File: config.mk
export PLATFORM = sky130hd
export DESIGN_NAME = depth_first_search_timestamps_unit
export DESIGN_NICKNAME = d
export VERILOG_FILES = /design/src/rtl/dfst_pkg.sv /design/src/rtl/dfst_datapath.sv /design/src/rtl/dfst_ctrl.sv /design/src/rtl/dfst_outq.sv /design/src/rtl/depth_first_search_timestamps_unit.sv
export SDC_FILE = /design/constraint.sdc
export NUM_CORES = 2
export LEC_CHECK = 0
export BUFFER_PORTS_ARGS = -buffer_cell sky130_fd_sc_hd__buf_2
export CORE_MARGIN = 8
export CORE_UTILIZATION = 40
export DETAILED_ROUTE_END_ITERATION = 12
export PLACE_DENSITY = 0.61
export SKIP_LAST_GASP = 1
export SLEW_MARGIN = 20
export SYNTH_ARGS = -nofsm -noshare
export SYNTH_HDL_FRONTEND = slang
export SYNTH_SLANG_ARGS = --single-unit
File: constraint.sdc
create_clock -name aclk -period 7.85 [get_ports aclk]
set_clock_uncertainty 0.1 [all_clocks]
set_input_delay 0.3925 -clock aclk [delete_from_list [all_inputs] [get_ports aclk]]
set_output_delay 0.3925 -clock aclk [all_outputs]
set_load 0.1 [all_outputs]
File: src/rtl/dfst_pkg.sv
package dfst_pkg;
    localparam int MaxVertices = 32;
    localparam int MaxEdges    = 64;
    localparam int VW = $clog2(MaxVertices);
    localparam int EW = $clog2(MaxEdges);
    localparam int LW = EW + 1;   // edge link with empty flag in top bit
    localparam int SW = $clog2(MaxVertices + 1);

    typedef enum logic [1:0] {
        ACT_ADD   = 2'd0,
        ACT_RUN   = 2'd1,
        ACT_CLEAR = 2'd2,
        ACT_NONE  = 2'd3
    } action_t;

    // commands from controller to datapath
    typedef struct packed {
        logic add_edge;     // store request edge
        logic clear_graph;
        logic run_init;     // reset colors, time, scan count, stack, root index
        logic load_root;    // try root index
        logic next_root;
        logic read_top;     // fetch top of stack and its cursor edge
        logic step;         // act on fetched top
    } dfst_cmd_t;

    typedef struct packed {
        logic roots_done;
        logic root_white;
        logic stack_empty;
        logic emits;        // step will produce a result
    } dfst_sts_t;
endpackage

File: src/rtl/dfst_datapath.sv
module dfst_datapath
    import dfst_pkg::*;
(
    input  logic              aclk,
    input  logic              aresetn,
    input  dfst_cmd_t         cmd,
    output dfst_sts_t         sts,
    input  logic [5:0]        vertex_count,
    input  logic [5:0]        edge_source,
    input  logic [5:0]        edge_target,
    output logic              res_valid,
    output logic              res_kind,
    output logic [5:0]        res_vertex,
    output logic [6:0]        res_stamp,
    output logic              res_root,
    output logic [6:0]        scan_count
);
    logic [VW-1:0] dest_mem [MaxEdges];
    logic [LW-1:0] link_mem [MaxEdges];
    logic [LW-1:0] head_reg [MaxVertices];
    logic [EW-1:0] tail_reg [MaxVertices];
    logic [VW-1:0] stk_v_reg [MaxVertices];
    logic [LW-1:0] stk_c_reg [MaxVertices];
    logic [MaxVertices-1:0] visited_reg;
    logic [LW-1:0] edge_total_reg;
    logic [SW-1:0] depth_reg;
    logic [6:0]    time_reg;
    logic [6:0]    scan_reg;
    logic [5:0]    root_reg;
    logic [VW-1:0] top_v_reg;
    logic [LW-1:0] top_c_reg;
    logic [VW-1:0] w_reg;
    logic [LW-1:0] nlink_reg;

    logic [5:0] cnt;
    logic [SW-1:0] top_idx;
    logic ok_add;
    logic [VW-1:0] s_i, t_i;
    logic w_ok;

    assign cnt = (vertex_count > 6'(MaxVertices)) ? 6'(MaxVertices) : vertex_count;
    assign top_idx = depth_reg - 1'b1;
    assign s_i = VW'(edge_source - 6'd1);
    assign t_i = VW'(edge_target - 6'd1);
    assign ok_add = edge_source >= 6'd1 && edge_source <= cnt && edge_target >= 6'd1
        && edge_target <= cnt && edge_total_reg < LW'(MaxEdges);
    assign w_ok = (6'(w_reg) < cnt) && !visited_reg[w_reg];

    assign sts.roots_done  = root_reg >= cnt;
    assign sts.root_white  = !visited_reg[VW'(root_reg)];
    assign sts.stack_empty = depth_reg == '0;
    assign sts.emits       = top_c_reg[EW] || w_ok;
    assign scan_count      = scan_reg;

    // edge memories, read at cursor of top of stack
    always_ff @(posedge aclk) begin
        if (cmd.add_edge && ok_add) begin
            dest_mem[edge_total_reg[EW-1:0]] <= t_i;
            link_mem[edge_total_reg[EW-1:0]] <= LW'(MaxEdges);
            if (!head_reg[s_i][EW])
                link_mem[tail_reg[s_i]] <= edge_total_reg;
        end
        if (cmd.read_top) begin
            w_reg     <= dest_mem[stk_c_reg[VW'(top_idx)][EW-1:0]];
            nlink_reg <= link_mem[stk_c_reg[VW'(top_idx)][EW-1:0]];
        end
    end

    always_ff @(posedge aclk) begin
        if (cmd.read_top) begin
            top_v_reg <= stk_v_reg[VW'(top_idx)];
            top_c_reg <= stk_c_reg[VW'(top_idx)];
        end
        if (cmd.add_edge && ok_add)
            tail_reg[s_i] <= edge_total_reg[EW-1:0];
    end

    always_ff @(posedge aclk) begin
        if (!aresetn) begin
            res_valid <= 1'b0;
            edge_total_reg <= '0;
            depth_reg <= '0;
            time_reg <= '0;
            scan_reg <= '0;
            root_reg <= '0;
            visited_reg <= '0;
            for (int i = 0; i < MaxVertices; i++) head_reg[i] <= LW'(MaxEdges);
        end else begin
            res_valid <= cmd.load_root || (cmd.step && sts.emits);
            if (cmd.clear_graph) begin
                edge_total_reg <= '0;
                for (int i = 0; i < MaxVertices; i++) head_reg[i] <= LW'(MaxEdges);
            end
            if (cmd.add_edge && ok_add) begin
                edge_total_reg <= edge_total_reg + 1'b1;
                if (head_reg[s_i][EW]) head_reg[s_i] <= edge_total_reg;
            end
            if (cmd.run_init) begin
                visited_reg <= '0;
                time_reg <= '0;
                scan_reg <= '0;
                depth_reg <= '0;
                root_reg <= '0;
            end
            if (cmd.next_root) root_reg <= root_reg + 6'd1;
            if (cmd.load_root) begin
                time_reg <= time_reg + 7'd1;
                visited_reg[VW'(root_reg)] <= 1'b1;
                stk_v_reg[VW'(depth_reg)] <= VW'(root_reg);
                stk_c_reg[VW'(depth_reg)] <= head_reg[VW'(root_reg)];
                depth_reg <= depth_reg + 1'b1;
                res_kind <= 1'b0;
                res_vertex <= root_reg + 6'd1;
                res_stamp <= time_reg + 7'd1;
                res_root <= 1'b1;
            end
            if (cmd.step) begin
                if (top_c_reg[EW]) begin
                    depth_reg <= depth_reg - 1'b1;
                    time_reg <= time_reg + 7'd1;
                    res_kind <= 1'b1;
                    res_vertex <= 6'(top_v_reg) + 6'd1;
                    res_stamp <= time_reg + 7'd1;
                    res_root <= 1'b0;
                end else begin
                    stk_c_reg[VW'(top_idx)] <= nlink_reg;
                    scan_reg <= scan_reg + 7'd1;
                    if (w_ok) begin
                        time_reg <= time_reg + 7'd1;
                        visited_reg[w_reg] <= 1'b1;
                        // depth never exceeds vertex count, so push always fits
                        stk_v_reg[VW'(depth_reg)] <= w_reg;
                        stk_c_reg[VW'(depth_reg)] <= head_reg[w_reg];
                        depth_reg <= depth_reg + 1'b1;
                        res_kind <= 1'b0;
                        res_vertex <= 6'(w_reg) + 6'd1;
                        res_stamp <= time_reg + 7'd1;
                        res_root <= 1'b0;
                    end
                end
            end
        end
    end
endmodule

File: src/rtl/dfst_ctrl.sv
module dfst_ctrl
    import dfst_pkg::*;
(
    input  logic       aclk,
    input  logic       aresetn,
    input  logic       s_valid,
    output logic       s_ready,
    input  logic [1:0] s_action,
    input  dfst_sts_t  sts,
    output dfst_cmd_t  cmd,
    input  logic       res_pending,  // a result is staged, not yet handed on
    output logic       run_done,     // pulse: run ended, flag last staged result
    output logic       run_active
);
    typedef enum logic [4:0] {
        ST_IDLE  = 5'b00001,
        ST_ROOT  = 5'b00010,
        ST_READ  = 5'b00100,
        ST_STEP  = 5'b01000,
        ST_DONE  = 5'b10000
    } state_t;

    state_t state_reg, state_next;

    assign s_ready = state_reg == ST_IDLE;
    assign run_active = state_reg != ST_IDLE;

    always_comb begin
        state_next = state_reg;
        cmd = '0;
        run_done = 1'b0;
        unique case (state_reg)
            ST_IDLE: begin
                if (s_valid) begin
                    unique case (action_t'(s_action))
                        ACT_ADD:   cmd.add_edge = 1'b1;
                        ACT_CLEAR: cmd.clear_graph = 1'b1;
                        ACT_RUN: begin
                            cmd.run_init = 1'b1;
                            state_next = ST_ROOT;
                        end
                        ACT_NONE: ;
                    endcase
                end
            end
            ST_ROOT: begin
                if (sts.roots_done) state_next = ST_DONE;
                else if (!sts.root_white) cmd.next_root = 1'b1;
                else if (!res_pending) begin
                    cmd.load_root = 1'b1;
                    cmd.next_root = 1'b1;
                    state_next = ST_READ;
                end
            end
            ST_READ: begin
                if (sts.stack_empty) state_next = ST_ROOT;
                else begin
                    cmd.read_top = 1'b1;
                    state_next = ST_STEP;
                end
            end
            ST_STEP: begin
                if (!sts.emits || !res_pending) begin
                    cmd.step = 1'b1;
                    state_next = ST_READ;
                end
            end
            ST_DONE: begin
                // wait for the output register so the held result can move
                if (!res_pending) begin
                    run_done = 1'b1;
                    state_next = ST_IDLE;
                end
            end
            default: state_next = ST_IDLE;
        endcase
    end

    always_ff @(posedge aclk) begin
        if (!aresetn) state_reg <= ST_IDLE;
        else state_reg <= state_next;
    end
endmodule

File: src/rtl/dfst_outq.sv
module dfst_outq
    import dfst_pkg::*;
(
    input  logic       aclk,
    input  logic       aresetn,
    input  logic       in_valid,
    input  logic       in_kind,
    input  logic [5:0] in_vertex,
    input  logic [6:0] in_stamp,
    input  logic       in_root,
    input  logic       run_done,
    input  logic [6:0] scan_count,
    output logic       pending,
    output logic       m_valid,
    input  logic       m_ready,
    output logic       m_event_kind,
    output logic [5:0] m_vertex,
    output logic [6:0] m_stamp,
    output logic       m_tree_root,
    output logic [6:0] m_edges_examined,
    output logic       m_last
);
    // one held result waits until the next one or the end of run, so the
    // final result can be tagged last
    logic       hold_reg, hold_next;
    logic       m_valid_next;
    logic       h_kind_reg, h_root_reg;
    logic [5:0] h_vertex_reg;
    logic [6:0] h_stamp_reg;
    logic       move;

    assign pending = hold_reg && m_valid && !m_ready;
    assign move = hold_reg && (in_valid || run_done) && (!m_valid || m_ready);

    always_comb begin
        hold_next = hold_reg;
        if (move) hold_next = 1'b0;
        if (in_valid) hold_next = 1'b1;
        m_valid_next = m_valid;
        if (m_valid && m_ready) m_valid_next = 1'b0;
        if (move) m_valid_next = 1'b1;
    end

    always_ff @(posedge aclk) begin
        if (!aresetn) begin
            hold_reg <= 1'b0;
            m_valid <= 1'b0;
        end else begin
            hold_reg <= hold_next;
            m_valid <= m_valid_next;
            if (move) begin
                m_event_kind <= h_kind_reg;
                m_vertex <= h_vertex_reg;
                m_stamp <= h_stamp_reg;
                m_tree_root <= h_root_reg;
                m_last <= run_done;
                m_edges_examined <= run_done ? scan_count : 7'd0;
            end
            if (in_valid) begin
                h_kind_reg <= in_kind;
                h_vertex_reg <= in_vertex;
                h_stamp_reg <= in_stamp;
                h_root_reg <= in_root;
            end
        end
    end
endmodule

File: src/rtl/depth_first_search_timestamps_unit.sv
// channel | ports                                   | direction
// s_      | s_valid s_ready s_action s_edge_*       | request in
// m_      | m_valid m_ready m_event_kind ... m_last | result out
// cfg_    | cfg_valid cfg_ready cfg_vertex_count    | register write
// add and clear requests are taken while idle; a run tries each root in
// turn, starts a search tree at each unvisited one, and for each stack
// step (an edge scanned or a finish) reads the top of stack, then acts on it
// results wait for the next one or run end to carry last and edges_examined
// reset: synchronous active low, graph emptied, vertex_count = 1
// stalls on m_ready pause the search before a result is produced
module depth_first_search_timestamps_unit
    import dfst_pkg::*;
(
    input  logic       aclk,
    input  logic       aresetn,
    input  logic       cfg_valid,
    output logic       cfg_ready,
    input  logic [5:0] cfg_vertex_count,
    input  logic       s_valid,
    output logic       s_ready,
    input  logic [1:0] s_action,
    input  logic [5:0] s_edge_source,
    input  logic [5:0] s_edge_target,
    output logic       m_valid,
    input  logic       m_ready,
    output logic       m_event_kind,
    output logic [5:0] m_vertex,
    output logic [6:0] m_stamp,
    output logic       m_tree_root,
    output logic [6:0] m_edges_examined,
    output logic       m_last
);
    dfst_cmd_t cmd;
    dfst_sts_t sts;
    logic [5:0] vcount_reg;
    logic res_valid, res_kind, res_root, pending, run_done, run_active;
    logic [5:0] res_vertex;
    logic [6:0] res_stamp, scan_count;

    // register write always taken
    assign cfg_ready = 1'b1;
    always_ff @(posedge aclk) begin
        if (!aresetn) vcount_reg <= 6'd1;
        else if (cfg_valid) vcount_reg <= cfg_vertex_count;
    end

    dfst_ctrl u_ctrl (
        .aclk, .aresetn, .s_valid, .s_ready, .s_action, .sts, .cmd,
        .res_pending(pending || (m_valid && !m_ready)), .run_done, .run_active
    );

    dfst_datapath u_dp (
        .aclk, .aresetn, .cmd, .sts, .vertex_count(vcount_reg),
        .edge_source(s_edge_source), .edge_target(s_edge_target),
        .res_valid, .res_kind, .res_vertex, .res_stamp, .res_root, .scan_count
    );

    dfst_outq u_outq (
        .aclk, .aresetn, .in_valid(res_valid), .in_kind(res_kind),
        .in_vertex(res_vertex), .in_stamp(res_stamp), .in_root(res_root),
        .run_done(run_done && run_active), .scan_count, .pending,
        .m_valid, .m_ready, .m_event_kind, .m_vertex, .m_stamp, .m_tree_root,
        .m_edges_examined, .m_last
    );
endmodule

==> flow_summary_export.csv <==
group,metric,value,unit
run_status,status,"completed",
sta,maxSlewViolCount,0,
routing,ant_nets,0,
power,seq_power_share,0.410,
final_layout,seqCellArea,0.0509,mm^2
clocking,worstSkewPairLatency,0.81,ns
power,vdd_drop_max,0.453,mV
placement,dpl.cell_count,8178,
logic_synthesis,synth_area,0.0800,mm^2
critical_path,crit_start,"u_dp.depth_reg[1]",
critical_path,timing_worst_setup_path_type,"flop to flop",
grt,antenna_found_initial,13,
critical_path,start_kind,"flop",
logic_synthesis,synth_area_leaders,"edfxtp_1, mux4_2, mux2_2",
sta,hold_viol_final,0,
sta,fin_setup_tns,0,ns
logic_synthesis,synth_top_area_frac,0.615,
sta,setup_violations,0,
grt,grt.busiest_layer,"met2",
logic_synthesis,ys_warn_count,0,
routing,drc,0,
power,power,25.1,mW
logic_synthesis,syn_inst,5843,
logic_synthesis,ys_seq_area_frac,0.636,
critical_path,crit_path_max_fanout,98,
sta,finalCriticalPeriod,6.40,ns
hold_path,worstHoldStart,"aresetn",
critical_path,slowest_stage,"ha_4",
hold_path,min-delay-path-class,"input pin to flop",
logic_synthesis,synth_top_cell_by_area,"edfxtp_1",
sta,worst_slew_pin_slew,1.25,ns
grt,grt_pass1_vias,49090,
critical_path,critPathBufInv,3,
power,power_density,282,mW/mm^2
power,p_sw,7.94,mW
die,coreArea,0.199,mm^2
clocking,ctsResizeCount,0,
logic_synthesis,synth_ff_type,"edfxtp_1",
sta,slew_headroom,0.165,
routing,wl_per_cell,26.0,um
grt,grt_overflow,0,
routing,finalWirelength,222,mm
final_layout,final_net_count,5793,
routing,viasPerCell,5.91,
die,ios,51,
logic_synthesis,synth_edf_count,1639,
power,p_int,17.1,mW
die,std_cell_rows,164,
grt,grt_first_pass_wirelength,328,mm
critical_path,cp_data_required_time,8.31,ns
final_layout,syn_to_final_growth,11.1,%
logic_synthesis,synthDistinctLibCells,86,
final_layout,largest_register_ffs,448,
grt,grt_usage,0.199,
critical_path,cpPeakStageDelay,0.93,ns
clocking,cts_buffers,183,
die,dieArea,0.215,mm^2
clocking,cts_tree,"done",
final_layout,drive_above_1_share,0.182,
grt,gr-usage-met1,0.281,
logic_synthesis,synth_nets,5915,
critical_path,cp_top_family,"compound AO/OA/AOI/OAI gates",
routing,first_pass_iters,6,
sta,grt_setup_unrepaired,"false",
power,power_frac_clock,0.343,
final_layout,layout_common_cells,"edfxtp_1, nand2_1, nor2_1",
final_layout,final_common_cell,"edfxtp_1",
final_layout,multi_input_area,0.0269,mm^2
critical_path,crit_chain,"inv_1, ha_4, mux4_2, and2_1, a21oi_1, a222oi_1, buf_4, nand2_8, buf_4, a211oi_1, a211oi_1, a2111oi_2, nand4_1, or4b_1",
routing,vias,50465,
clocking,clockRootBuffer,"clkbuf_16",
sta,period_share,0.815,
power,p_leak,30.1,nW
routing,drt-initial-drc-count,5904,
die,die_y,463,um
critical_path,cp-end-kind,"flop",
placement,hpwlAfterDp,143,mm
power,comb_power_share,0.247,
die,fp.dieW,463,um
grt,met2_usage,0.317,
logic_synthesis,async_flop_share,0,
job,max_cap_viol_count,0,
grt,grt_use_met3,0.0322,
power,swShare,0.317,
placement,finalWeightedCongestion,0.873,
clocking,clk_path_buf_depth,3,
die,start_util,0.402,
sta,max_freq,0.156,GHz
placement,numPortBuffers,49,
clocking,htreeDepth,4,
grt,grt_max_degree,112,
critical_path,r2r-start,"u_dp.depth_reg[1]",
logic_synthesis,ys_ff_latch,1723,
logic_synthesis,syn_avg_cell_area,13.7,um^2
clocking,clk_pin_slew,0.06,ns
final_layout,instances_no_fill,8534,
critical_path,crit_arrival,6.86,ns
final_layout,fill_cells,17517,
clocking,clock-sinks,1723,
==> repair_timing <==
action / in CTS / in global routing
setup endpoints to repair: 0 / 0
buffers inserted: 0 / 0
hold endpoints to repair: 7 / 0
hold buffers: 14 / 0
==> metrics by stage <==
stage | area (um^2) | hold WS [ns] | setup slack, ns | util
finish | 88900 | 0.188 | 1.45 | 0.446
global route | 88900 | 0.188 | 1.07 | 0.446
CTS | 88900 | 0.109 | 1.39 | 0.446
detailed placement | 82800 | 0.305 | 1.40 | 0.416
global placement | 82800 | 0.305 | 1.40 | 0.416
floorplan | 80000 | 0.300 | 2.41 | -
==> power by group through the flow <==
stage	registers (mW)	logic [mW]	clock network (mW)
2_1_floorplan	10.4	4.26	0
3_3_place_gp	10.5	6.05	0
3_5_place_dp	10.5	6.10	0
4_1_cts	10.3	6.12	8.70
5_1_grt	10.3	6.58	9.04
6_report	10.3	6.18	8.59
==> path summary, 6_finish.rpt <==
check / endpoint / slack [ns] / depth (start not counted)
worst max-delay path: u_dp.nlink_reg[2] / 1.45 / 14
worst max register to register: u_dp.nlink_reg[2] / 1.45 / 14
worst min-delay path: vcount_reg[0] / 0.19 / 3
worst min register to register: u_outq.m_stamp[6] / 0.31 / 0
==> cell usage after synthesis (7+ instances only) <==
cell	number
and3_1	181
o21a_1	28
a211oi_1	65
nand4_1	47
a32oi_1	33
o22ai_1	124
nor3_1	154
mux4_2	297
o221ai_1	12
buf_2	66
nand2_1	602
nand3_1	196
and2_1	296
or3_1	8
dfxtp_1	84
mux2i_1	149
mux2_2	230
nor2_1	380
a21o_1	10
buf_1	55
buf_4	21
xor2_1	9
nand3b_1	14
o22a_1	24
a221oi_1	28
a22oi_1	52
ha_1	47
nand2b_1	18
a2111oi_2	12
or4b_1	11
xnor2_1	16
inv_1	110
a21boi_0	18
clkbuf_1	348
nor2b_1	45
edfxtp_1	1639
nand4b_1	7
nor3b_1	13
or2_2	14
a21oi_1	185
o21ai_0	68
a22o_1	31
nor4_1	10
==> cell type report <==
| type | instances | share of cell area |
|---|---|---|
| tap | 2656 | 0.0374 |
| multi-input combinational | 3515 | 0.303 |
| antenna | 8 | 0.000225 |
| clock buffer | 218 | 0.0537 |
| sequential | 1723 | 0.573 |
| timing repair buffer | 188 | 0.0156 |
| inverter | 110 | 0.00470 |
| clock inverter | 116 | 0.0129 |
==> cell families (layout without fill, tap and decap cells) <==
family | after synthesis | after routing | synth area share
buffers and inverters | 605 | 632 | 0.0309
and+or+nand+nor | 2025 | 2025 | 0.124
xor gates and xnor gates | 26 | 26 | 0.00294
DFF | 1723 | 1723 | 0.636
muxes | 677 | 677 | 0.135
AOI/OAI and AO/OA | 739 | 739 | 0.0639
adders and majority gates | 47 | 47 | 0.00735
other | 1 | 9 | 0.0000469
==> metal layers <==
metal | part of all wire | routed length, um
met1 | 0.42 | 94000
met2 | 0.47 | 104000
met3 | 0.080 | 17700
met4 | 0.029 | 6420
met5 | 0.00018 | 40
==> worst reg2reg max path, stage by stage, from the launching register on <==
cell,delay (ns)
dfxtp_1,0.70
inv_1,0.19
ha_4,0.93
mux4_2,0.42
and2_1,0.13
a21oi_1,0.05
a222oi_1,0.46
buf_4,0.46
nand2_8,0.47
buf_4,0.59
a211oi_1,0.33
a211oi_1,0.10
a2111oi_2,0.52
nand4_1,0.20
or4b_1,0.49
No activity file was read; power rests on OpenSTA's default activity.
